===== config.mk =====
export PLATFORM = sky130hd
export DESIGN_NAME = bpc_first_order
export DESIGN_NICKNAME = d
export VERILOG_FILES = /design/src/rtl/bpc_pkg.sv /design/src/rtl/bpc_first_order.sv
export SDC_FILE = /design/constraint.sdc
export NUM_CORES = 2
export LEC_CHECK = 0
export ABC_AREA = 1
export BUFFER_PORTS_ARGS = -buffer_cell sky130_fd_sc_hd__clkbuf_2
export CORE_MARGIN = 3
export CORE_UTILIZATION = 50
export CTS_CLUSTER_SIZE = 25
export DETAILED_ROUTE_END_ITERATION = 7
export HOLD_SLACK_MARGIN = 0.05
export PLACE_DENSITY_LB_ADDON = 0.15
export SLEW_MARGIN = 20
export SYNTH_ARGS = -nofsm -noshare
export SYNTH_HDL_FRONTEND = slang
export SYNTH_SLANG_ARGS = --single-unit

===== constraint.sdc =====
create_clock -name i_clk -period 10.73 [get_ports i_clk]
set_input_delay 1.073 -clock i_clk [delete_from_list [all_inputs] [get_ports i_clk]]
set_output_delay 1.073 -clock i_clk [all_outputs]
set_load 0.02 [all_outputs]

===== src/rtl/bpc_pkg.sv =====
// Shared types and constants of the barometric compensation core.
// Holds field widths, scaling shifts, register indexes and the words
// passed between the pipeline sections. No dependencies.
`timescale 1ns / 1ps
`default_nettype none

package bpc_pkg;

    // Port field widths
    localparam int RAW_W    = 24;
    localparam int CFG_W    = 16;
    localparam int IDX_W    = 3;
    localparam int NUM_REGS = 6;
    localparam int P_W      = 32;
    localparam int T_W      = 19;

    // Scaling shifts of the compensation formula
    localparam int SH_REF       = 8;
    localparam int SH_TEMP      = 23;
    localparam int SH_T2        = 31;
    localparam int SH_OFF_BASE  = 16;
    localparam int SH_SENS_BASE = 15;
    localparam int SH_OFF_TC    = 7;
    localparam int SH_SENS_TC   = 8;
    localparam int SH_PSENS     = 21;
    localparam int SH_POUT      = 15;

    // Internal widths
    localparam int DT_W   = RAW_W + 1;            // dT, signed
    localparam int TC_W   = DT_W + CFG_W + 1;     // dT times a coefficient
    localparam int DD_W   = 2 * DT_W;             // dT squared
    localparam int X_W    = 20;                   // temperatures and deltas
    localparam int SQ_W   = 2 * X_W;              // squared deltas, corrections
    localparam int OFF_W  = 40;
    localparam int SENS_W = 40;
    localparam int SPLIT  = 20;                   // low part of SENS in the product
    localparam int PL_W   = RAW_W + SPLIT;
    localparam int PH_W   = RAW_W + 1 + SENS_W - SPLIT;
    localparam int PROD_W = 64;
    localparam int Q_W    = PROD_W - SH_PSENS + 1;

    // Temperature thresholds, in 0.01 degC
    localparam logic signed [X_W-1:0] TEMP_BASE     = X_W'(2000);
    localparam logic signed [X_W-1:0] TEMP_LOW_BIAS = X_W'(1500);
    localparam logic signed [X_W-1:0] COLD_BIAS     = TEMP_BASE + TEMP_LOW_BIAS;

    // Configuration register indexes
    typedef enum logic [IDX_W-1:0] {
        REG_SENS    = 3'd0,
        REG_OFF     = 3'd1,
        REG_SENS_TC = 3'd2,
        REG_OFF_TC  = 3'd3,
        REG_TREF    = 3'd4,
        REG_TSLOPE  = 3'd5
    } t_reg_idx;

    typedef struct packed {
        logic [CFG_W-1:0] sens_coeff;
        logic [CFG_W-1:0] offset_coeff;
        logic [CFG_W-1:0] sens_temp_coeff;
        logic [CFG_W-1:0] offset_temp_coeff;
        logic [CFG_W-1:0] ref_temp;
        logic [CFG_W-1:0] temp_slope_coeff;
    } t_cfg;

    // First-order results handed to the second-order section
    typedef struct packed {
        logic [RAW_W-1:0]         d1;
        logic signed [X_W-1:0]    temp1;
        logic signed [X_W-1:0]    t2;
        logic signed [X_W-1:0]    x;
        logic signed [X_W-1:0]    y;
        logic signed [OFF_W-1:0]  off1;
        logic signed [SENS_W-1:0] sens1;
        logic                     cold;
        logic                     vcold;
    } t_fo_word;

    // Corrected terms handed to the pressure section
    typedef struct packed {
        logic [RAW_W-1:0]         d1;
        logic signed [X_W-1:0]    temp;
        logic signed [OFF_W-1:0]  off;
        logic signed [SENS_W-1:0] sens;
    } t_so_word;

endpackage

`default_nettype wire


===== src/rtl/bpc_first_order.sv =====
// First-order section: dT, products with the calibration words, TEMP,
// OFF, SENS and the second-order deltas. Three register stages.
// Depends on bpc_pkg.
`timescale 1ns / 1ps
`default_nettype none

module bpc_first_order (
    input  logic                      i_clk,
    input  logic                      i_rst_n,
    input  bpc_pkg::t_cfg             i_cfg,
    input  logic                      i_vld,
    output logic                      o_rdy,
    input  logic [bpc_pkg::RAW_W-1:0] i_pressure_raw,
    input  logic [bpc_pkg::RAW_W-1:0] i_temp_raw,
    output logic                      o_vld,
    input  logic                      i_rdy,
    output bpc_pkg::t_fo_word         o_word
);
    import bpc_pkg::*;

    logic [2:0] r_vld;
    logic [2:0] w_adv;

    // Stage A: temperature difference
    logic [RAW_W-1:0]       r_a_d1;
    logic signed [DT_W-1:0] r_a_dt;
    logic signed [DT_W-1:0] n_a_dt;

    // Stage B: products of dT
    logic [RAW_W-1:0]       r_b_d1;
    logic signed [TC_W-1:0] r_b_pt;
    logic signed [TC_W-1:0] r_b_po;
    logic signed [TC_W-1:0] r_b_ps;
    logic signed [DD_W-1:0] r_b_pd;
    logic signed [TC_W-1:0] n_b_pt;
    logic signed [TC_W-1:0] n_b_po;
    logic signed [TC_W-1:0] n_b_ps;
    logic signed [DD_W-1:0] n_b_pd;

    // Stage C: scaled first-order terms
    t_fo_word                 r_c;
    t_fo_word                 n_c;
    logic signed [X_W-1:0]    w_x;
    logic signed [X_W-1:0]    w_y;
    logic signed [OFF_W-1:0]  w_off_base;
    logic signed [SENS_W-1:0] w_sens_base;

    // Advance a stage when it is empty or the next one moves
    always_comb begin
        w_adv[2] = !r_vld[2] || i_rdy;
        w_adv[1] = !r_vld[1] || w_adv[2];
        w_adv[0] = !r_vld[0] || w_adv[1];
    end

    assign o_rdy  = w_adv[0];
    assign o_vld  = r_vld[2];
    assign o_word = r_c;

    always_ff @(posedge i_clk) begin
        if (!i_rst_n) begin
            r_vld <= '0;
        end else begin
            if (w_adv[0]) r_vld[0] <= i_vld;
            if (w_adv[1]) r_vld[1] <= r_vld[0];
            if (w_adv[2]) r_vld[2] <= r_vld[1];
        end
    end

    // dT = D2 - C5 * 2^8
    assign n_a_dt = $signed({1'b0, i_temp_raw})
                  - $signed({1'b0, i_cfg.ref_temp, {SH_REF{1'b0}}});

    // Multiply dT by the three temperature coefficients and by itself
    assign n_b_pt = r_a_dt * $signed({1'b0, i_cfg.temp_slope_coeff});
    assign n_b_po = r_a_dt * $signed({1'b0, i_cfg.offset_temp_coeff});
    assign n_b_ps = r_a_dt * $signed({1'b0, i_cfg.sens_temp_coeff});
    assign n_b_pd = r_a_dt * r_a_dt;

    // Scale the products; x and y are TEMP relative to the two thresholds
    assign w_x = X_W'(r_b_pt >>> SH_TEMP);
    assign w_y = w_x + COLD_BIAS;
    assign w_off_base  = $signed({{(OFF_W-CFG_W-SH_OFF_BASE){1'b0}},
                                  i_cfg.offset_coeff, {SH_OFF_BASE{1'b0}}});
    assign w_sens_base = $signed({{(SENS_W-CFG_W-SH_SENS_BASE){1'b0}},
                                  i_cfg.sens_coeff, {SH_SENS_BASE{1'b0}}});

    always_comb begin
        n_c.d1    = r_b_d1;
        n_c.x     = w_x;
        n_c.y     = w_y;
        n_c.temp1 = w_x + TEMP_BASE;
        n_c.t2    = X_W'(r_b_pd >>> SH_T2);
        n_c.off1  = w_off_base + OFF_W'(r_b_po >>> SH_OFF_TC);
        n_c.sens1 = w_sens_base + SENS_W'(r_b_ps >>> SH_SENS_TC);
        n_c.cold  = w_x[X_W-1];
        n_c.vcold = w_y[X_W-1];
    end

    // Payload registers load on advance
    always_ff @(posedge i_clk) begin
        if (w_adv[0]) begin
            r_a_d1 <= i_pressure_raw;
            r_a_dt <= n_a_dt;
        end
        if (w_adv[1]) begin
            r_b_d1 <= r_a_d1;
            r_b_pt <= n_b_pt;
            r_b_po <= n_b_po;
            r_b_ps <= n_b_ps;
            r_b_pd <= n_b_pd;
        end
        if (w_adv[2]) begin
            r_c <= n_c;
        end
    end

    a_cold_order: assert property (@(posedge i_clk) disable iff (!i_rst_n)
        r_vld[2] && r_c.vcold |-> r_c.cold)
        else $error("below -15.00 degC flagged without below 20.00 degC");

endmodule

`default_nettype wire


## Yosys cells after proc, flatten, opt, wreduce, memory -nomap -nowiden

Cells that the tools add are included.

| operators by class | value |
|---|---|
| reduce and logical (&&, ||, !) cells | 6 |
| multiply operators | 4 |
| $add $sub $neg | 5 |

Operators with widths:

| operator | count |
|---|---|
| $mul A25 B17 Y42 | 3 |
| $mul A25 B25 Y50 | 1 |
| $add A33 B35 Y36 | 1 |
| $add A32 B34 Y35 | 1 |
| $sub A24 B24 Y25 | 1 |
| $add A19 B12 Y20 const B | 1 |
| $add A19 B13 Y20 const B | 1 |
| $logic_not A1 Y1 | 3 |
| $logic_or A1 B1 Y1 | 3 |

| word-level totals | value |
|---|---|
| bits in registers | 436 |
| output and inout port bits | 188 |
| input bits | 148 |
| word-level logic and storage cells | 34 |

## Logic depth before layout (Yosys ltp)

| depth | value |
|---|---|
| depth in word-level cells | 4 |
| mapped depth | 31 |
| mapped depth without buffers | 29 |

## Least setup slack after synthesis

OpenSTA, ideal clock, no wires.

| timing | value |
|---|---|
| path kind | in2reg |
| from | in i_rdy |
| to | reg r_b_d1[0] (enable) |
| stages on the path | 4 |
| library setup time | 0.483 ns |
| path slack | 2.581 ns |
| buffers on the path | 0 |
| data required time | 10.247 ns |
| arrival | 7.666 ns |
| cells stage by stage | inv_1 nand2_1 nor2_1 inv_1 |

| between the ends | value |
|---|---|
| longest elaborated chain between the ends | 2 |

Ends and longest elaborated chain:

| item | RTL line | RTL |
|---|---|---|
| start: declaration | bpc_first_order.sv:16 | `input logic i_rdy,` |
| $logic_or A1 B1 Y1 | bpc_first_order.sv:50 | `w_adv[2] = !r_vld[2] \|\| i_rdy;` |
| net w_adv[2] | bpc_first_order.sv:22 | `logic [2:0] w_adv;` |
| $logic_or A1 B1 Y1 | bpc_first_order.sv:51 | `w_adv[1] = !r_vld[1] \|\| w_adv[2];` |
| net w_adv[1] | bpc_first_order.sv:22 |  |
| end signal: assignment | bpc_first_order.sv:106 | `r_b_d1 <= r_a_d1;` |
| end: declaration | bpc_first_order.sv:30 | `logic [RAW_W-1:0] r_b_d1;` |

The timed path passes the listed nets, and every way through them passes these cells.
A chain may end at the register's enable or synchronous reset.

## Final worst setup path

| timing | value |
|---|---|
| from | reg r_a_dt[22] |
| to | reg r_b_pd[38], data pin |

| between the ends | value |
|---|---|
| longest elaborated chain between the ends | 1 |

Ends and longest elaborated chain:

| item | RTL line | RTL |
|---|---|---|
| start: declaration | bpc_first_order.sv:26 | `logic signed [DT_W-1:0] r_a_dt;` |
| start signal: assignment | bpc_first_order.sv:103 | `r_a_dt <= n_a_dt;` |
| $mul A25 B25 Y50 | bpc_first_order.sv:77 | `assign n_b_pd = r_a_dt * r_a_dt;` |
| net n_b_pd[38] | bpc_first_order.sv:38 | `logic signed [DD_W-1:0] n_b_pd;` |
| end signal: assignment | bpc_first_order.sv:110 | `r_b_pd <= n_b_pd;` |
| end: declaration | bpc_first_order.sv:34 | `logic signed [DD_W-1:0] r_b_pd;` |

The timed path passes the listed nets, and every way through them passes these cells.

==> flow_summary.yaml <==
final_layout:
  final_cells: 12053
  area_growth_pct: 6.03
  ff_latch_area_um2: 10500
  n_fill_cell: 15364
  final_nets: 12282
  multi_input_area_um2: 58200
  drive_above_1_share: 0.0508
timing:
  fmax_mhz: 133
  tightest_slew_ps: 947
  slew_headroom: 0.369
  min_period_over_period: 0.698
  rsz0062_at_grt: "no"
  hold_viol: 0
  final.min_clock_period_ps: 7490
  setup_viol_count_final: 0
  clock-skew-final_ps: 52.4
  drv_slew: 0
  whs_ps: 417
  tns_ps: 0
routing:
  ant_nets: 0
  drc: 0
  avgViaCountPerCell: 4.97
  num_vias: 59900
  drt-total-wl_um: 209000
  first_pass_iters: 6
  first_iter_violations: 3524
  avgRoutedWirePerCell_um: 17.4
critical_path:
  crit_slowest_cell: "buf_4"
  slowest_delay_ps: 700
  critPathBufInv: 5
  reg2reg_to: "r_b_pd[38]"
  end_kind: "register"
  regToRegSetupSlack_ps: 3240
  cp-start-kind: "register"
  rr_worst_depth: 21
  cp_cell_sequence: "buf_4, buf_4, nand2_1, fa_1, inv_1, fa_1, fa_1, fa_1, fa_1, fa_1, inv_1, fa_1, inv_1, ha_1, nand2_1, nor2_1, nand2_1, nor3_1, nand4_1, nand3_1, nand2_1"
  cp_max_fo: 40
  crit_top_cell: "fa_1"
  path_delay_family: "adder cells"
  required_ps: 11130
  crit_type: "register to register"
  crit_arrival_ps: 7890
  r2r-start: "r_a_dt[22]"
worst_hold_path:
  hp-class: "register to register"
  hold_path_end: "o_word[179]"
  hp-start: "r_b_d1[17]"
  whs_path_depth: 0
clocking:
  cts_root_buffer: "clkbuf_16"
  cts.reportedPaths.clkPinSlew_ps: 70
  h-tree-depth: 2
  clock-sinks: 350
  clockBufferDepth: 3
  hold_buffers: 0
  clk_latency_ps: 660
  cts_resized: 0
  tritoncts: "built"
  postCtsSetupRepairBufs: 0
  cts_buffers: 44
synthesis:
  syn-mean-instance-area_um2: 8.32
  ys_top_cells_by_count: "inv_1, nand2_1, fa_1, ha_1, nor2_1"
  synth_cell_type_count: 48
  async_flop_share: 0
  synth_area_um2: 81400
  synth_top_area_share: 0.437
  synth.most_common_cell: "inv_1"
  synth_edf_count: 347
  yosysSeqAreaShare: 0.129
  synth_seq_cells: 350
  synthCells: 9776
  synth_fp_nets: 12203
  ys.warnings.count: 0
  yosys-top-cells-area: "fa_1, inv_1, edfxtp_1"
  synth_top_area_cell: "fa_1"
  synth_ff_type: "edfxtp_1"
floorplan:
  row_count: 147
  die_area_um2: 168000
  start_util: 0.505
  core_um2: 161000
  fp.dieH_um: 409
  num_io_pins: 336
  die_w_um: 409
placed_design:
  dp_cells: 11969
  place_congestion: 0.914
  portBuffers: 335
  dp_hpwl_um: 172000
grt:
  grt_pass1_vias: 65742
  antenna_found_initial: 3
  grt.total_usage: 0.259
  grt_pass1_wl_um: 347000
  grt_max_degree: 74
  overflow: 0
flow_run:
  max-cap-violations: 0
status:
  status: "finished clean"
## final cells by class
type,instances,share of cell area
tap,2160,0.0313
timing repair buffer,397,0.0254
clock buffer,52,0.0136
antenna,3,0.0000870
clock inverter,29,0.00313
inverter,2997,0.130
multi-input combinational,6065,0.675
sequential,350,0.121
## layout by cell type (no fill, tap or decap), types with 6 or more instances in the layout
cell type	n
o21ai_0	127
nor4_1	6
nand3_1	173
nor2_1	375
xnor2_1	42
nor3_1	35
clkbuf_16	44
buf_4	58
a21boi_0	9
clkbuf_2	335
nand2_1	2484
a21oi_1	251
nand3b_1	10
a21o_1	26
ha_1	504
xor2_1	106
o21bai_1	28
inv_1	2995
nand2_2	9
edfxtp_1	347
o21a_1	6
fa_1	1775
clkinv_2	10
nand4_1	54
## sequential cells by signal (all words and copies together) (netlist names)
| name | flops |
|---|---|
| r_b_po | 35 |
| r_vld | 3 |
| r_b_pt | 19 |
| r_b_ps | 34 |
| r_a_d1 | 24 |
| r_a_dt | 25 |
| r_b_d1 | 24 |
| o_word | 167 |
| r_b_pd | 19 |
## worst max path at each step
stage                           from    endpoint  slack, ps  cells past startpoint
after global routing      r_a_dt[24]  r_b_pd[47]       2780                     24
after floorplan                i_rdy   r_b_d1[0]       2580                      4
after global placement    r_a_dt[22]  r_b_pd[49]       3350                     23
after detailed placement  r_a_dt[22]  r_b_pd[38]       3280                     23
after CTS                 r_a_dt[22]  r_b_pd[38]       3240                     23
final                     r_a_dt[22]  r_b_pd[38]       3240                     21
## metrics by stage
step,cell area [um2],util,setup WS [ps]
2_1_floorplan,81400,-,2580
3_3_place_gp,84800,0.527,3350
3_5_place_dp,84800,0.527,3280
4_1_cts,86300,0.535,3240
5_1_grt,86300,0.535,2780
6_report,86300,0.536,3240
## cells by family (layout without fill, tap and decap cells)
kind of cell             Yosys count  after routing  synth area share
buffers and inverters           3361           3475             0.156
AND/OR/NAND/NOR                 3168           3168             0.153
adder cells (fa/ha/maj)         2279           2279             0.514
AO/OA/AOI/OAI                    470            470            0.0319
flip-flops                       350            350             0.129
XOR/XNOR                         148            148            0.0159
other                              0              3                 0
## layer usage
metal / vias to the layer above / track usage / routed length, um
met5: - / 0 / 0
met4: 0 / 0.0616 / 4920
met3: 289 / 0.0275 / 9770
met2: 1455 / 0.455 / 106000
met1: 30181 / 0.345 / 88900
li1: 27975 / - / -
Power is left out: the tool's default activity adds up to more than one toggle a clock period on the data nets, which glitch-free logic cannot reach.
