**src/rtl/bpc_pkg.sv**
```systemverilog
// Shared types and constants of the barometric compensation core.
// Holds field widths, scaling shifts, register indexes and the words
// passed between the pipeline sections. No dependencies.
`timescale 1ns / 1ps
`default_nettype none

package bpc_pkg;

    // Port field widths
    localparam int RAW_W    = 24;
    localparam int CFG_W    = 16;
    localparam int IDX_W    = 3;
    localparam int NUM_REGS = 6;
    localparam int P_W      = 32;
    localparam int T_W      = 19;

    // Scaling shifts of the compensation formula
    localparam int SH_REF       = 8;
    localparam int SH_TEMP      = 23;
    localparam int SH_T2        = 31;
    localparam int SH_OFF_BASE  = 16;
    localparam int SH_SENS_BASE = 15;
    localparam int SH_OFF_TC    = 7;
    localparam int SH_SENS_TC   = 8;
    localparam int SH_PSENS     = 21;
    localparam int SH_POUT      = 15;

    // Internal widths
    localparam int DT_W   = RAW_W + 1;            // dT, signed
    localparam int TC_W   = DT_W + CFG_W + 1;     // dT times a coefficient
    localparam int DD_W   = 2 * DT_W;             // dT squared
    localparam int X_W    = 20;                   // temperatures and deltas
    localparam int SQ_W   = 2 * X_W;              // squared deltas, corrections
    localparam int OFF_W  = 40;
    localparam int SENS_W = 40;
    localparam int SPLIT  = 20;                   // low part of SENS in the product
    localparam int PL_W   = RAW_W + SPLIT;
    localparam int PH_W   = RAW_W + 1 + SENS_W - SPLIT;
    localparam int PROD_W = 64;
    localparam int Q_W    = PROD_W - SH_PSENS + 1;

    // Temperature thresholds, in 0.01 degC
    localparam logic signed [X_W-1:0] TEMP_BASE     = X_W'(2000);
    localparam logic signed [X_W-1:0] TEMP_LOW_BIAS = X_W'(1500);
    localparam logic signed [X_W-1:0] COLD_BIAS     = TEMP_BASE + TEMP_LOW_BIAS;

    // Configuration register indexes
    typedef enum logic [IDX_W-1:0] {
        REG_SENS    = 3'd0,
        REG_OFF     = 3'd1,
        REG_SENS_TC = 3'd2,
        REG_OFF_TC  = 3'd3,
        REG_TREF    = 3'd4,
        REG_TSLOPE  = 3'd5
    } t_reg_idx;

    typedef struct packed {
        logic [CFG_W-1:0] sens_coeff;
        logic [CFG_W-1:0] offset_coeff;
        logic [CFG_W-1:0] sens_temp_coeff;
        logic [CFG_W-1:0] offset_temp_coeff;
        logic [CFG_W-1:0] ref_temp;
        logic [CFG_W-1:0] temp_slope_coeff;
    } t_cfg;

    // First-order results handed to the second-order section
    typedef struct packed {
        logic [RAW_W-1:0]         d1;
        logic signed [X_W-1:0]    temp1;
        logic signed [X_W-1:0]    t2;
        logic signed [X_W-1:0]    x;
        logic signed [X_W-1:0]    y;
        logic signed [OFF_W-1:0]  off1;
        logic signed [SENS_W-1:0] sens1;
        logic                     cold;
        logic                     vcold;
    } t_fo_word;

    // Corrected terms handed to the pressure section
    typedef struct packed {
        logic [RAW_W-1:0]         d1;
        logic signed [X_W-1:0]    temp;
        logic signed [OFF_W-1:0]  off;
        logic signed [SENS_W-1:0] sens;
    } t_so_word;

endpackage

`default_nettype wire

```
**src/rtl/bpc_second_order.sv**
```systemverilog
// Second-order section: squares of the temperature deltas, corrections
// T2, OFF2, SENS2 and the corrected TEMP, OFF, SENS. Three register stages.
// Depends on bpc_pkg.
`timescale 1ns / 1ps
`default_nettype none

module bpc_second_order (
    input  logic              i_clk,
    input  logic              i_rst_n,
    input  logic              i_vld,
    output logic              o_rdy,
    input  bpc_pkg::t_fo_word i_word,
    output logic              o_vld,
    input  logic              i_rdy,
    output bpc_pkg::t_so_word o_word
);
    import bpc_pkg::*;

    localparam logic signed [X_W-1:0] T_MIN =
        $signed({{(X_W-T_W+1){1'b1}}, {(T_W-1){1'b0}}});
    localparam logic signed [X_W-1:0] T_MAX =
        $signed({{(X_W-T_W+1){1'b0}}, {(T_W-1){1'b1}}});

    logic [2:0] r_vld;
    logic [2:0] w_adv;

    // Stage D: squares and corrected temperature
    logic [RAW_W-1:0]         r_d_d1;
    logic signed [SQ_W-1:0]   r_d_xx;
    logic signed [SQ_W-1:0]   r_d_yy;
    logic signed [X_W-1:0]    r_d_temp;
    logic signed [OFF_W-1:0]  r_d_off1;
    logic signed [SENS_W-1:0] r_d_sens1;
    logic                     r_d_cold;
    logic                     r_d_vcold;
    logic signed [SQ_W-1:0]   n_d_xx;
    logic signed [SQ_W-1:0]   n_d_yy;
    logic signed [X_W-1:0]    n_d_temp;

    // Stage E: OFF2 and SENS2
    logic [RAW_W-1:0]         r_e_d1;
    logic signed [X_W-1:0]    r_e_temp;
    logic signed [OFF_W-1:0]  r_e_off1;
    logic signed [SENS_W-1:0] r_e_sens1;
    logic signed [SQ_W-1:0]   r_e_off2;
    logic signed [SQ_W-1:0]   r_e_sens2;
    logic signed [SQ_W-1:0]   n_e_off2;
    logic signed [SQ_W-1:0]   n_e_sens2;
    logic signed [SQ_W-1:0]   w_x5;
    logic signed [SQ_W-1:0]   w_y7;
    logic signed [SQ_W-1:0]   w_y11;

    // Stage F: corrected OFF and SENS
    t_so_word r_f;
    t_so_word n_f;

    always_comb begin
        w_adv[2] = !r_vld[2] || i_rdy;
        w_adv[1] = !r_vld[1] || w_adv[2];
        w_adv[0] = !r_vld[0] || w_adv[1];
    end

    assign o_rdy  = w_adv[0];
    assign o_vld  = r_vld[2];
    assign o_word = r_f;

    always_ff @(posedge i_clk) begin
        if (!i_rst_n) begin
            r_vld <= '0;
        end else begin
            if (w_adv[0]) r_vld[0] <= i_vld;
            if (w_adv[1]) r_vld[1] <= r_vld[0];
            if (w_adv[2]) r_vld[2] <= r_vld[1];
        end
    end

    // Square both deltas; subtract T2 only below 20.00 degC
    assign n_d_xx = i_word.x * i_word.x;
    assign n_d_yy = i_word.y * i_word.y;

    always_comb begin
        if (i_word.cold) begin
            n_d_temp = i_word.temp1 - i_word.t2;
        end else begin
            n_d_temp = i_word.temp1;
        end
    end

    // Constant multiples: 5*x^2, 7*y^2, 11*y^2 as shift-add
    assign w_x5  = (r_d_xx <<< 2) + r_d_xx;
    assign w_y7  = (r_d_yy <<< 3) - r_d_yy;
    assign w_y11 = (r_d_yy <<< 3) + (r_d_yy <<< 1) + r_d_yy;

    // Build OFF2 and SENS2; the extra term applies below -15.00 degC
    always_comb begin
        n_e_off2  = '0;
        n_e_sens2 = '0;
        if (r_d_cold) begin
            n_e_off2  = w_x5 >>> 1;
            n_e_sens2 = w_x5 >>> 2;
            if (r_d_vcold) begin
                n_e_off2  = (w_x5 >>> 1) + w_y7;
                n_e_sens2 = (w_x5 >>> 2) + (w_y11 >>> 1);
            end
        end
    end

    always_comb begin
        n_f.d1   = r_e_d1;
        n_f.temp = r_e_temp;
        n_f.off  = r_e_off1 - OFF_W'(r_e_off2);
        n_f.sens = r_e_sens1 - SENS_W'(r_e_sens2);
    end

    always_ff @(posedge i_clk) begin
        if (w_adv[0]) begin
            r_d_d1    <= i_word.d1;
            r_d_xx    <= n_d_xx;
            r_d_yy    <= n_d_yy;
            r_d_temp  <= n_d_temp;
            r_d_off1  <= i_word.off1;
            r_d_sens1 <= i_word.sens1;
            r_d_cold  <= i_word.cold;
            r_d_vcold <= i_word.vcold;
        end
        if (w_adv[1]) begin
            r_e_d1    <= r_d_d1;
            r_e_temp  <= r_d_temp;
            r_e_off1  <= r_d_off1;
            r_e_sens1 <= r_d_sens1;
            r_e_off2  <= n_e_off2;
            r_e_sens2 <= n_e_sens2;
        end
        if (w_adv[2]) begin
            r_f <= n_f;
        end
    end

    a_temp_range: assert property (@(posedge i_clk) disable iff (!i_rst_n)
        r_vld[0] |-> (r_d_temp >= T_MIN) && (r_d_temp <= T_MAX))
        else $error("corrected temperature outside the output field");

endmodule

`default_nettype wire

```
**config.mk**
```make
export PLATFORM = sky130hd
export DESIGN_NAME = bpc_second_order
export DESIGN_NICKNAME = d
export VERILOG_FILES = /design/src/rtl/bpc_pkg.sv /design/src/rtl/bpc_second_order.sv
export SDC_FILE = /design/constraint.sdc
export NUM_CORES = 2
export LEC_CHECK = 0
export ABC_CLOCK_PERIOD_IN_PS = 11900
export BUFFER_PORTS_ARGS = -buffer_cell sky130_fd_sc_hd__buf_2
export CORE_MARGIN = 2
export CORE_UTILIZATION = 60
export DETAILED_ROUTE_END_ITERATION = 12
export PLACE_DENSITY_LB_ADDON = 0.05
export SLEW_MARGIN = 5
export SYNTH_ARGS = -nofsm -noshare
export SYNTH_HDL_FRONTEND = slang
export SYNTH_SLANG_ARGS = --single-unit
export TNS_END_PERCENT = 50
```
**constraint.sdc**
```tcl
create_clock -name i_clk -period 11.9 [get_ports i_clk]
set_clock_uncertainty 0.05 [all_clocks]
set_input_delay 2.38 -clock i_clk [delete_from_list [all_inputs] [get_ports i_clk]]
set_output_delay 2.38 -clock i_clk [all_outputs]
set_load 0.01 [all_outputs]
```
* Word level (Yosys, flattened, before mapping) *
Cells that the tools add are included.

storage, ports and cells
  register bits after elaboration = 537
  bits in latches = 0
  memory bits (writable) = 0
  ROM bits = 0
  word-level logic and storage cells = 41
  memories = 0

operators by class
  add/sub/neg operators = 9
  multiply operators = 2
  divide/modulo/power cells = 0
  order comparisons = 0
  eq/ne operators = 0
  shift operators = 0
  mux-type cells = 3
  bitwise logic cells = 0
  reductions and logical operators = 6

operators with widths
  cell                number
  $add A40 B40 Y40    3
  $sub A40 B40 Y40    3
  $mul A20 B20 Y40    2
  $mux W40            2
  $add A38 B39 Y40    1
  $add A39 B40 Y40    1
  $mux W20            1
  $sub A20 B20 Y20    1
  $logic_not A1 Y1    3
  $logic_or A1 B1 Y1  3

* Longest topological paths before layout *
  depth in word-level cells = 4
  mapped depth = 28
  gate-level depth less buffers = 27

* Least setup slack after synthesis *
OpenSTA, ideal clock, no wires.

  path kind = in2out
  from = input i_rdy
  to = output o_rdy
  data arrival time = 7.237 ns
  data required time = 9.470 ns
  slack = 2.233 ns
  cell stages on the path = 2
  buffers on the path = 0
  cells stage by stage = nor2b_1 nand3_1

between the ends
  word-level cells in the longest chain between the ends = 3

ends and longest elaborated chain
  item                line                    source
  from (decl)         bpc_second_order.sv:14  input logic i_rdy,
  $logic_or A1 B1 Y1  bpc_second_order.sv:58  w_adv[2] = !r_vld[2] || i_rdy;
  $logic_or A1 B1 Y1  bpc_second_order.sv:59  w_adv[1] = !r_vld[1] || w_adv[2];
  $logic_or A1 B1 Y1  bpc_second_order.sv:60  w_adv[0] = !r_vld[0] || w_adv[1];
  to (decl)           bpc_second_order.sv:11  output logic o_rdy,

Every way passes these cells.

* Worst setup path after layout *
  from = input i_word[89] (netlist bit)
  to = register r_d_yy[39] (data pin)

between the ends
  word-level cells in the longest chain between the ends = 1

ends and longest elaborated chain
  item                  line                     source
  from (decl)           bpc_second_order.sv:12   input bpc_pkg::t_fo_word i_word,
  $mul A20 B20 Y40      bpc_second_order.sv:79   assign n_d_yy = i_word.y * i_word.y;
  named net n_d_yy[39]  bpc_second_order.sv:37   logic signed [SQ_W-1:0] n_d_yy;
  to (signal assigned)  bpc_second_order.sv:119  r_d_yy <= n_d_yy;
  to (decl)             bpc_second_order.sv:30   logic signed [SQ_W-1:0] r_d_yy;

The timed path passes the listed nets, and every way through them passes these cells.
A chain may end at the register's enable or synchronous reset.

==> results_dict.tcl <==
set metrics [dict create \
    routabilityCongestion 0.9011 \
    critPathRequiredTime_ps 12200 \
    via_per_inst 5.503 \
    root_buffer "clkbuf_16" \
    postRouteWirelength_mm 131.7 \
    dr.first_iter.drc_count 2511 \
    cts_resized 0 \
    cts.sinks 535 \
    outcome "finished clean" \
    initial_core_util_pct 60.44 \
    grt_max_degree 74 \
    drv_cap 0 \
    synth_flop_cell "edfxtp_1" \
    netlist_area_sq_um 58280 \
    period_share_pct 77.70 \
    track_usage_pct 27.27 \
    grt_setup_unrepaired "false" \
    drive_above_1_share_pct 8.124 \
    overflow 0 \
    drc 0 \
    die_w_um 315.7 \
    numCtsBuffers 54 \
    antenna_found_initial 1 \
    finalSetupViolCount 0 \
    synthDistinctLibCells 90 \
    avgRoutedWirePerCell_um 18.55 \
    post-route-min-period_ps 9247 \
    hold_path_class "register to register" \
    syn_to_final_growth_pct 7.922 \
    ys_ff_latch 535 \
    die_y_um 315.7 \
    row_count 114 \
    cts_buffer_depth 3 \
    first_global_vias 40890 \
    via_count 39080 \
    syn_area_per_cell_sq_um 10.56 \
    cp.arrival_ps 9540 \
    dp_hpwl_mm 108.4 \
    ys_seq_area_share_pct 27.52 \
    die_area_sq_um 99640 \
    hold_buffers 0 \
    synth_nets 7019 \
    drv_slew 0 \
    hold_violations 0 \
    nNetsFinal 7286 \
    post_cts_buffers 0 \
    fmax_mhz 108.1 \
    worst_pin_slew_ps 996.9 \
    syn_inst 5517 \
    path_max_fanout 22 \
    cts_tree "built" \
    path_clk_slew_ps 60 \
    insertion_delay_ps 630 \
    core_area_sq_um 96420 \
    synth_edf_count 532 \
    yosys_warnings 0 \
    cp-start-kind "input port" \
    drt_first_pass_iters 6 \
    end_kind "register" \
    tns_ps 0 \
    port_buffers 315 \
    htree_levels 2 \
    postRouteAntennaNets 0 \
    ios 316 \
    grt_first_pass_wirelength_mm 214.4 \
    slew_headroom_pct 33.54 \
    synthArstFlopShare_pct 0 \
    path_class "input port to register" \
]
-- critical path, cell delays in order --
cell	delay [ps]
buf_2	370
and2_1	260
inv_1	80
fa_1	450
fa_1	550
inv_1	50
fa_1	480
fa_1	520
inv_1	50
fa_1	530
inv_1	50
fa_1	470
inv_1	50
fa_1	480
inv_1	40
ha_1	350
and3_1	230
nand3_1	120
nor4_1	410
o21a_1	240
o31a_1	170
o21a_1	160
a41oi_1	230
o31ai_1	460
o21ai_0	190
xnor2_1	160
-- area by class of cell --
| type | count | area [sq um] |
|---|---|---|
| multi-input combinational | 3744 | 37610 |
| fill | 7757 | 33530 |
| sequential | 535 | 16040 |
| inverter | 1120 | 4207 |
| timing repair buffer | 329 | 1682 |
| tap | 1276 | 1597 |
| clock buffer | 66 | 1396 |
| clock inverter | 28 | 356.6 |
| antenna | 3 | 7.507 |
-- cell families (layout without fill, tap and decap cells) --
kind of cell | after synthesis | after routing | synth area share (%)
fa+ha+maj | 1312 | 1312 | 39.00
flops | 535 | 535 | 27.52
mux | 24 | 24 | 0.4423
compound gates | 938 | 938 | 10.67
xor+xnor | 302 | 302 | 4.539
other cells | 1 | 4 | 0.006435
buf+inv | 1238 | 1543 | 7.976
simple gates | 1167 | 1167 | 9.854
-- path summary, 6_finish.rpt --
path                                  start             to  slack [ps]  cells past startpoint
worst max register to register   r_d_yy[13]  r_e_sens2[36]        5410                     23
worst min-delay path            r_d_off1[0]    r_e_off1[0]         360                      0
worst max-delay path             i_word[89]     r_d_yy[39]        2650                     26
worst min register to register  r_d_off1[0]    r_e_off1[0]         360                      0
-- Yosys cell counts (all sizes together) (13+ instances only) --
cell	instances	area, sq um
inv	1120	4204
fa	841	16840
edfxtp	532	15980
ha	471	5893
nand2	369	1385
a21oi	291	1471
nor2	234	878.3
xnor2	216	1892
and2	180	1126
a21o	145	1089
o21ai	142	714.4
clkbuf	111	416.7
xor2	86	753.2
nor2b	81	506.7
o21a	58	435.4
nor3	52	260.3
nand3	51	255.2
nand2b	50	312.8
a31oi	42	275.3
a211oi	41	317.8
and3	39	244.0
o21bai	36	270.3
nand4	29	181.4
or3	20	125.1
o211ai	19	142.6
or2	15	93.84
mux2	14	157.7
o31a	14	122.6
a21boi	13	101.4
a221oi	13	126.4
a31o	13	113.9
and4	13	113.9
-- registers in the layout, indices dropped and copies added (netlist names), 20 cells and up --
name and flops:
r_d_temp 20, r_e_off1 40, r_d_xx 39, r_d_sens1 40
r_e_sens2 40, r_e_temp 20, r_d_yy 39, r_e_off2 40
r_d_off1 40, r_e_d1 24, r_d_d1 24, o_word 124
r_e_sens1 40
-- per-stage QoR --
step / cell area, sq um / hold slack, ps / cells / util, % / setup WS [ps]
after floorplan: 58280 / 350.3 / 5517 / - / 2233
after global placement: 61130 / 350.1 / 7004 / 63.40 / 2247
after detailed placement: 61130 / 354.5 / 7004 / 63.40 / 2059
after CTS: 62890 / 355.0 / 7098 / 65.22 / 2665
after global routing: 62900 / 370.6 / 7101 / 65.23 / 2154
final: 62900 / 358.5 / 7101 / 65.23 / 2653
-- per-layer routing --
| metal | part of all wire, % | wire, um | vias to the layer above | global-route usage [%] |
|---|---|---|---|---|
| met4 | 2.1 | 2806 | 0 | 6.107 |
| met2 | 50 | 65340 | 975 | 47.73 |
| met1 | 44 | 58050 | 19310 | 37.58 |
| met5 | 0 | 0 | - | 0 |
| li1 | - | - | 18630 | - |
| met3 | 4.2 | 5554 | 160 | 1.902 |
-- layout by cell type, fill, tap and decap left out, types with 13 or more instances in the layout --
master and instances:
and2_1 180, a211oi_1 39, a21oi_1 287, o21bai_1 36, buf_4 14, o211ai_1 19, or3_1 20, o31a_1 14
a31oi_1 40, inv_1 1118, o21ai_0 137, xor2_1 86, mux2_2 14, nand4_1 29, nand2_1 368, nand2b_1 50
a21o_1 145, edfxtp_1 532, and4_1 13, o21a_1 58, nor3_1 52, clkbuf_16 54, xnor2_1 216, or2_2 15
fa_1 841, nor2b_1 81, nand3_1 50, and3_1 39, nor2_1 234, buf_2 315, ha_1 471
Power is not shown: default switching activity piles up to over one toggle a cycle in this logic, so the estimate is an artifact.
