File: src/rtl/bpc_pkg.sv
// Shared types and constants of the barometric compensation core.
// Holds field widths, scaling shifts, register indexes and the words
// passed between the pipeline sections. No dependencies.
`timescale 1ns / 1ps
`default_nettype none

package bpc_pkg;

    // Port field widths
    localparam int RAW_W    = 24;
    localparam int CFG_W    = 16;
    localparam int IDX_W    = 3;
    localparam int NUM_REGS = 6;
    localparam int P_W      = 32;
    localparam int T_W      = 19;

    // Scaling shifts of the compensation formula
    localparam int SH_REF       = 8;
    localparam int SH_TEMP      = 23;
    localparam int SH_T2        = 31;
    localparam int SH_OFF_BASE  = 16;
    localparam int SH_SENS_BASE = 15;
    localparam int SH_OFF_TC    = 7;
    localparam int SH_SENS_TC   = 8;
    localparam int SH_PSENS     = 21;
    localparam int SH_POUT      = 15;

    // Internal widths
    localparam int DT_W   = RAW_W + 1;            // dT, signed
    localparam int TC_W   = DT_W + CFG_W + 1;     // dT times a coefficient
    localparam int DD_W   = 2 * DT_W;             // dT squared
    localparam int X_W    = 20;                   // temperatures and deltas
    localparam int SQ_W   = 2 * X_W;              // squared deltas, corrections
    localparam int OFF_W  = 40;
    localparam int SENS_W = 40;
    localparam int SPLIT  = 20;                   // low part of SENS in the product
    localparam int PL_W   = RAW_W + SPLIT;
    localparam int PH_W   = RAW_W + 1 + SENS_W - SPLIT;
    localparam int PROD_W = 64;
    localparam int Q_W    = PROD_W - SH_PSENS + 1;

    // Temperature thresholds, in 0.01 degC
    localparam logic signed [X_W-1:0] TEMP_BASE     = X_W'(2000);
    localparam logic signed [X_W-1:0] TEMP_LOW_BIAS = X_W'(1500);
    localparam logic signed [X_W-1:0] COLD_BIAS     = TEMP_BASE + TEMP_LOW_BIAS;

    // Configuration register indexes
    typedef enum logic [IDX_W-1:0] {
        REG_SENS    = 3'd0,
        REG_OFF     = 3'd1,
        REG_SENS_TC = 3'd2,
        REG_OFF_TC  = 3'd3,
        REG_TREF    = 3'd4,
        REG_TSLOPE  = 3'd5
    } t_reg_idx;

    typedef struct packed {
        logic [CFG_W-1:0] sens_coeff;
        logic [CFG_W-1:0] offset_coeff;
        logic [CFG_W-1:0] sens_temp_coeff;
        logic [CFG_W-1:0] offset_temp_coeff;
        logic [CFG_W-1:0] ref_temp;
        logic [CFG_W-1:0] temp_slope_coeff;
    } t_cfg;

    // First-order results handed to the second-order section
    typedef struct packed {
        logic [RAW_W-1:0]         d1;
        logic signed [X_W-1:0]    temp1;
        logic signed [X_W-1:0]    t2;
        logic signed [X_W-1:0]    x;
        logic signed [X_W-1:0]    y;
        logic signed [OFF_W-1:0]  off1;
        logic signed [SENS_W-1:0] sens1;
        logic                     cold;
        logic                     vcold;
    } t_fo_word;

    // Corrected terms handed to the pressure section
    typedef struct packed {
        logic [RAW_W-1:0]         d1;
        logic signed [X_W-1:0]    temp;
        logic signed [OFF_W-1:0]  off;
        logic signed [SENS_W-1:0] sens;
    } t_so_word;

endpackage

`default_nettype wire

File: src/rtl/bpc_pressure.sv
// Pressure section: D1 * SENS as two partial products, scaling, offset
// removal and saturation into the output register. Four register stages.
// Depends on bpc_pkg.
`timescale 1ns / 1ps
`default_nettype none

module bpc_pressure (
    input  logic                      i_clk,
    input  logic                      i_rst_n,
    input  logic                      i_vld,
    output logic                      o_rdy,
    input  bpc_pkg::t_so_word         i_word,
    output logic                      o_vld,
    input  logic                      i_rdy,
    output logic signed [bpc_pkg::P_W-1:0] o_pressure,
    output logic signed [bpc_pkg::T_W-1:0] o_temperature
);
    import bpc_pkg::*;

    localparam logic signed [Q_W-1:0] P_MAX =
        $signed({{(Q_W-P_W+1){1'b0}}, {(P_W-1){1'b1}}});
    localparam logic signed [Q_W-1:0] P_MIN =
        $signed({{(Q_W-P_W+1){1'b1}}, {(P_W-1){1'b0}}});

    logic [3:0] r_vld;
    logic [3:0] w_adv;

    // Stage G: partial products
    logic [PL_W-1:0]          r_g_pl;
    logic signed [PH_W-1:0]   r_g_ph;
    logic signed [OFF_W-1:0]  r_g_off;
    logic signed [X_W-1:0]    r_g_temp;
    logic [PL_W-1:0]          n_g_pl;
    logic signed [PH_W-1:0]   n_g_ph;

    // Stage H: full product
    logic signed [PROD_W-1:0] r_h_prod;
    logic signed [OFF_W-1:0]  r_h_off;
    logic signed [X_W-1:0]    r_h_temp;
    logic signed [PROD_W-1:0] n_h_prod;

    // Stage I: scaled product minus offset
    logic signed [Q_W-1:0]    r_i_q;
    logic signed [X_W-1:0]    r_i_temp;
    logic signed [Q_W-1:0]    n_i_q;

    // Stage J: output register
    logic signed [P_W-1:0]    r_o_pressure;
    logic signed [T_W-1:0]    r_o_temp;
    logic signed [P_W-1:0]    n_o_pressure;
    logic signed [Q_W-1:0]    w_pfull;

    always_comb begin
        w_adv[3] = !r_vld[3] || i_rdy;
        w_adv[2] = !r_vld[2] || w_adv[3];
        w_adv[1] = !r_vld[1] || w_adv[2];
        w_adv[0] = !r_vld[0] || w_adv[1];
    end

    assign o_rdy         = w_adv[0];
    assign o_vld         = r_vld[3];
    assign o_pressure    = r_o_pressure;
    assign o_temperature = r_o_temp;

    always_ff @(posedge i_clk) begin
        if (!i_rst_n) begin
            r_vld <= '0;
        end else begin
            if (w_adv[0]) r_vld[0] <= i_vld;
            if (w_adv[1]) r_vld[1] <= r_vld[0];
            if (w_adv[2]) r_vld[2] <= r_vld[1];
            if (w_adv[3]) r_vld[3] <= r_vld[2];
        end
    end

    // Split SENS into an unsigned low part and a signed high part
    assign n_g_pl = i_word.d1 * i_word.sens[SPLIT-1:0];
    assign n_g_ph = $signed({1'b0, i_word.d1}) * $signed(i_word.sens[SENS_W-1:SPLIT]);

    // Recombine the partial products
    assign n_h_prod = PROD_W'($signed({r_g_ph, {SPLIT{1'b0}}}) + $signed({1'b0, r_g_pl}));

    // D1 * SENS / 2^21 - OFF
    assign n_i_q = Q_W'(r_h_prod >>> SH_PSENS)
                 - $signed({{(Q_W-OFF_W){r_h_off[OFF_W-1]}}, r_h_off});

    // Divide by 2^15 and clamp to the signed 32-bit range
    assign w_pfull = r_i_q >>> SH_POUT;

    always_comb begin
        if (w_pfull > P_MAX) begin
            n_o_pressure = P_W'(P_MAX);
        end else if (w_pfull < P_MIN) begin
            n_o_pressure = P_W'(P_MIN);
        end else begin
            n_o_pressure = P_W'(w_pfull);
        end
    end

    always_ff @(posedge i_clk) begin
        if (w_adv[0]) begin
            r_g_pl   <= n_g_pl;
            r_g_ph   <= n_g_ph;
            r_g_off  <= i_word.off;
            r_g_temp <= i_word.temp;
        end
        if (w_adv[1]) begin
            r_h_prod <= n_h_prod;
            r_h_off  <= r_g_off;
            r_h_temp <= r_g_temp;
        end
        if (w_adv[2]) begin
            r_i_q    <= n_i_q;
            r_i_temp <= r_h_temp;
        end
        if (w_adv[3]) begin
            r_o_pressure <= n_o_pressure;
            r_o_temp     <= r_i_temp[T_W-1:0];
        end
    end

    a_hold_inner: assert property (@(posedge i_clk) disable iff (!i_rst_n)
        r_vld[1] && !w_adv[1] |=> r_vld[1])
        else $error("stalled product word dropped");

endmodule

`default_nettype wire
File: config.mk
export PLATFORM = sky130hd
export DESIGN_NAME = bpc_pressure
export DESIGN_NICKNAME = d
export VERILOG_FILES = /design/src/rtl/bpc_pkg.sv /design/src/rtl/bpc_pressure.sv
export SDC_FILE = /design/constraint.sdc
export NUM_CORES = 2
export LEC_CHECK = 0
export BUFFER_PORTS_ARGS = -buffer_cell sky130_fd_sc_hd__buf_2
export CORE_MARGIN = 3
export CORE_UTILIZATION = 40
export CTS_CLUSTER_DIAMETER = 80
export DETAILED_ROUTE_END_ITERATION = 6
export PLACE_DENSITY = 0.58
export SETUP_SLACK_MARGIN = 0.2
export SLEW_MARGIN = 10
export SYNTH_ARGS = -nofsm -noshare
export SYNTH_HDL_FRONTEND = slang
export SYNTH_SLANG_ARGS = --single-unit
File: constraint.sdc
create_clock -name i_clk -period 8.1 [get_ports i_clk]
set_input_delay 0.81 -clock i_clk [delete_from_list [all_inputs] [get_ports i_clk]]
set_output_delay 0.81 -clock i_clk [all_outputs]
set_load 0.01 [all_outputs]
== Yosys cells after proc, flatten, opt, wreduce, memory -nomap -nowiden ==
Index checks and enable logic that the tools add are counted.

* Flip-flop bits (word level): 388
* Word-level logic and storage cells: 30

* $add $sub $neg: 2
* Multiply operators: 2
* Order comparisons: 2
* Muxes and demuxes: 1
* Reductions and logical operators: 8

{| class="wikitable"
|+ Operators with widths
! cell !! number
|-
| 64-bit by 45-bit adder with 64-bit output || 1
|-
| 24-bit by 20-bit multiplier with 44-bit output || 1
|-
| 25-bit by 20-bit multiplier with 44-bit output || 1
|-
| 43-bit by 40-bit subtractor with 44-bit output || 1
|-
| 29-bit by 32-bit > comparator with 1-bit output, second input constant || 1
|-
| 29-bit by 32-bit less-than comparator with 1-bit output, second input constant || 1
|-
| 32-bit two-way mux || 1
|-
| 1-bit logical NOT || 4
|-
| 1-bit logical OR || 4
|}

== Longest topological paths before layout ==
* Depth in word-level cells: 5
* Mapped depth: 26
* Gate-level depth less buffers: 25

== Worst setup path before layout ==
No wires, ideal clock.

* Path type: input to register
* From: in i_word[22] in the netlist's numbering
* To: reg r_g_ph[41], data pin
* Library setup time: 0.260 ns
* Arrival time: 6.782 ns
* Required time: 7.840 ns
* Slack: 1.059 ns
* Stages: 24
* Buffers on the path: 1
* Cells stage by stage: clkbuf_1 -> and2_1 -> fa_1 -> fa_1 -> inv_1 -> fa_1 -> inv_1 -> fa_1 -> inv_1 -> fa_1 -> inv_1 -> fa_1 -> inv_1 -> fa_1 -> inv_1 -> ha_1 -> and4_1 -> a221o_1 -> a31oi_4 -> a311oi_2 -> nor2_1 -> a2111oi_2 -> a221oi_2 -> xnor2_1

* Word-level cells in the longest chain between the ends: 1

{| class="wikitable"
|+ RTL lines
! element !! RTL line !! source
|-
| start: declaration || bpc_pressure.sv:12 || <nowiki>input bpc_pkg::t_so_word i_word,</nowiki>
|-
| 25-bit by 20-bit multiplier with 44-bit output || bpc_pressure.sv:78 || <nowiki>assign n_g_ph = $signed({1'b0, i_word.d1}) * $signed(i_word.sens[SENS_W-1:SPLIT]);</nowiki>
|-
| via n_g_ph[41] || bpc_pressure.sv:34 || <nowiki>logic signed [PH_W-1:0] n_g_ph;</nowiki>
|-
| end signal: assignment || bpc_pressure.sv:103 || <nowiki>r_g_ph <= n_g_ph;</nowiki>
|-
| end: declaration || bpc_pressure.sv:30 || <nowiki>logic signed [PH_W-1:0] r_g_ph;</nowiki>
|}

The timed path passes the listed nets, and every way through them passes these cells.
A chain may end at the register's enable or synchronous reset.

== Final worst setup path ==
* From: in i_word[105] in the netlist's numbering
* To: reg r_g_pl[35], data pin

* Word-level cells in the longest chain between the ends: 1

{| class="wikitable"
|+ RTL lines
! element !! RTL line !! source
|-
| 24-bit by 20-bit multiplier with 44-bit output || bpc_pressure.sv:77 || <nowiki>assign n_g_pl = i_word.d1 * i_word.sens[SPLIT-1:0];</nowiki>
|-
| via n_g_pl[35] || bpc_pressure.sv:33 || <nowiki>logic [PL_W-1:0] n_g_pl;</nowiki>
|-
| end signal: assignment || bpc_pressure.sv:102 || <nowiki>r_g_pl <= n_g_pl;</nowiki>
|-
| end: declaration || bpc_pressure.sv:29 || <nowiki>logic [PL_W-1:0] r_g_pl;</nowiki>
|}

The timed path passes the listed nets, and every way through them passes these cells.

==> results.yml <==
floorplan:
  die_w_um: 340.4
  die_y_um: 340.4
  start_util_pct: 40.37
  io_pins: 181
  fp.coreArea_mm2: 0.1108
  row_count: 122
  design.die.area_mm2: 0.1159
critical_path:
  reg2reg_setup_slack_ns: 4.83
  worstPathArrival_ns: 7.62
  critPathRequiredTime_ns: 8.51
  path_max_fanout: 26
  cp_common_cell: "fa_1"
  path_buf_inv: 6
  path_cells: "buf_2, buf_4, nand2_1, fa_1, inv_1, fa_1, fa_1, fa_1, fa_1, fa_1, inv_1, fa_1, inv_1, ha_1, a21oi_1, o21ai_0, nor4_1, nand3_1, o211ai_1, a31o_2, a21bo_2, nand2_1, o311ai_0, buf_4"
  crit_path_end_kind: "flop"
  critPathMaxStageDelay_ns: 0.56
  path_class: "primary input to flop"
  start_kind: "primary input"
  cp_top_family: "adder cells"
  critical-path-slowest-cell: "fa_1"
timing:
  fmax_mhz: 138.7
  min_period_ns: 7.210
  slew_violations: 0
  hold_violations: 0
  relSlewSlack_pct: 40.91
  tightestPinTransition_ns: 0.8863
  setup_tns_ns: 0
  finalSetupViolCount: 0
  clock_skew_ns: 0.01896
  min_period_over_period_pct: 89.02
  rsz0062_at_grt: "no"
synthesis:
  yosysTopAreaCell: "fa_1"
  syn_inst: 4417
  synth.top_cells.by_area: "fa_1 (35%), edfxtp_1 (22%), ha_1 (11%)"
  yosysWarnings: 0
  synth_top_area_share_pct: 35.13
  syn_nets: 5722
  ys_seq_area_share_pct: 22.06
  synth_ff_type: "edfxtp_1"
  ys_seq_elements: 330
  syn_area_per_cell_um2: 10.13
  ys_async_sr_fraction_pct: 0
  synth.distinct_cells: 77
  synth_edf_count: 326
  netlist_area_mm2: 0.04474
min_path:
  hp-class: "flop to flop"
placement:
  place_hpwl_um: 86630
  port_buffers: 179
  place_congestion: 0.8701
clocking:
  cts_root_buffer: "clkbuf_16"
  cts_htree_levels: 1
  clock_latency_ns: 0.57
  cts_sinks: 330
  postCtsHoldBufs: 0
  cts_buffer_depth: 3
  cts_tree: "yes"
  cts_resized: 0
  cts-buffers-inserted: 30
  path_clk_slew_ns: 0.07
  postCtsSetupBuffers: 0
cells_and_area:
  drive_above_1_share_pct: 8.663
  nNetsFinal: 5852
  post-route-util_pct: 44.19
  fillerInstances: 10720
  area_growth_pct: 9.450
routing:
  dr.pass1.iters: 5
  routed_via_density: 4.898
  drc: 0
  wl_per_cell_um: 17.75
  routed_wl_um: 107600
  ant_nets: 0
  vias: 29700
  drtIter0Drc: 1539
grt:
  grtUsageTotal_pct: 19.07
  grt_max_degree: 68
  grt_pass1_vias: 31970
  gr-total-overflow: 0
  grt_first_pass_wirelength_um: 175800
  antenna_found_initial: 12
flow_run:
  cap_violations: 0
run_status:
  status: "finished clean"
==> cell usage after synthesis (6+ instances only) <==
library cell	n
inv_1	926
o21bai_1	18
clkbuf_1	215
ha_1	392
a211oi_1	17
o211ai_1	6
and3_1	19
fa_1	785
nand3_1	26
edfxtp_1	326
xnor2_1	84
o21ai_0	50
nor4_1	9
o21a_1	15
nor2b_1	13
xor2_1	46
a21o_1	60
nor3_1	16
a21oi_1	116
o31ai_1	7
nand2_1	558
nand4_1	21
a31oi_1	9
nor2_1	93
and2_1	462
nand2b_1	23
==> logic make-up (layout without fill, tap and decap cells) <==
logic type / count (synthesis) / count (layout) / synth area share [%]
muxes: 2 / 2 / 0.04754
adders and majority gates: 1177 / 1177 / 46.09
other: 0 / 5 / 0
xor gates and xnor gates: 130 / 130 / 2.545
buffers and inverters: 1147 / 1301 / 9.646
AOI/OAI and AO/OA: 368 / 368 / 5.624
and+or+nand+nor: 1263 / 1263 / 13.99
DFF: 330 / 330 / 22.06
==> sequential cells by signal (all words and copies together) (netlist names) <==
| name | cells |
|---|---|
| o_temperature | 19 |
| r_vld | 4 |
| o_pressure | 30 |
| r_g_ph | 44 |
| r_h_off | 40 |
| r_h_prod | 43 |
| r_g_pl | 24 |
| r_g_off | 40 |
| r_i_temp | 19 |
| r_i_q | 29 |
| r_g_temp | 19 |
| r_h_temp | 19 |
==> layer usage <==
layer	wire [µm]	share of wire [%]	GRT usage (%)	vias to the layer above
li1	-	-	-	13830
met1	50380	47	27.30	15030
met2	49200	46	31.06	743
met3	6190	5.8	2.914	100
met4	1844	1.7	3.439	4
met5	27	0.025	0	-
==> stage by stage <==
step           instance area [µm²]  setup slack [ns]  cells  hold slack [ns]
6_report                     48970            0.8898   6064           0.4146
5_1_grt                      48950            0.5797   6059           0.3787
4_1_cts                      48950            0.8661   6059           0.3794
3_5_place_dp                 47910            0.2965   6003           0.4045
3_3_place_gp                 47910            0.3088   6003           0.4007
2_1_floorplan                44740             1.059   4417           0.4003
==> path summary, 6_finish.rpt <==
| check | from | endpoint | depth (start not counted) |
|---|---|---|---|
| min reg2reg | r_g_off[18] | r_h_off[18] | 0 |
| max reg2reg | r_g_pl[22] | r_h_prod[57] | 10 |
| max | i_word[105] | r_g_pl[35] | 24 |
| min | r_g_off[18] | r_h_off[18] | 0 |
==> layout by cell type (no fill, tap or decap), drive strengths merged, types with 9 or more instances in the layout <==
cell / n
o21a: 15
nand2: 558
a21o: 60
a211oi: 18
edfxtp: 326
buf: 319
nor4: 9
o21ai: 55
xnor2: 84
nand4: 21
ha: 392
a21oi: 119
nand2b: 23
o21bai: 19
xor2: 46
inv: 929
nand3: 26
a31oi: 10
and2: 462
clkbuf: 36
fa: 785
nor3: 16
nor2b: 13
clkinv: 11
nor2: 93
and3: 19
==> cell type report <==
type / instances / area [µm²] / area share (%)
inverter: 926 / 3478 / 7.103
sequential: 330 / 9869 / 20.16
clock buffer: 36 / 773.2 / 1.579
timing repair buffer: 319 / 2135 / 4.359
tap: 1488 / 1862 / 3.802
multi-input combinational: 2940 / 30560 / 62.42
clock inverter: 20 / 272.8 / 0.5570
antenna: 5 / 12.51 / 0.02555
==> worst reg2reg max path: cells and delay by family, from the launching register on <==
kind                       cells  cell delay (ns)
DFF                            1             0.37
and+or+nand+nor                1             0.13
adders and majority gates      1             0.36
xor gates and xnor gates       1             0.17
AOI/OAI and AO/OA              7             2.00
Power is not shown: default switching activity piles up to over one toggle a cycle in this logic, so the estimate is an artifact.
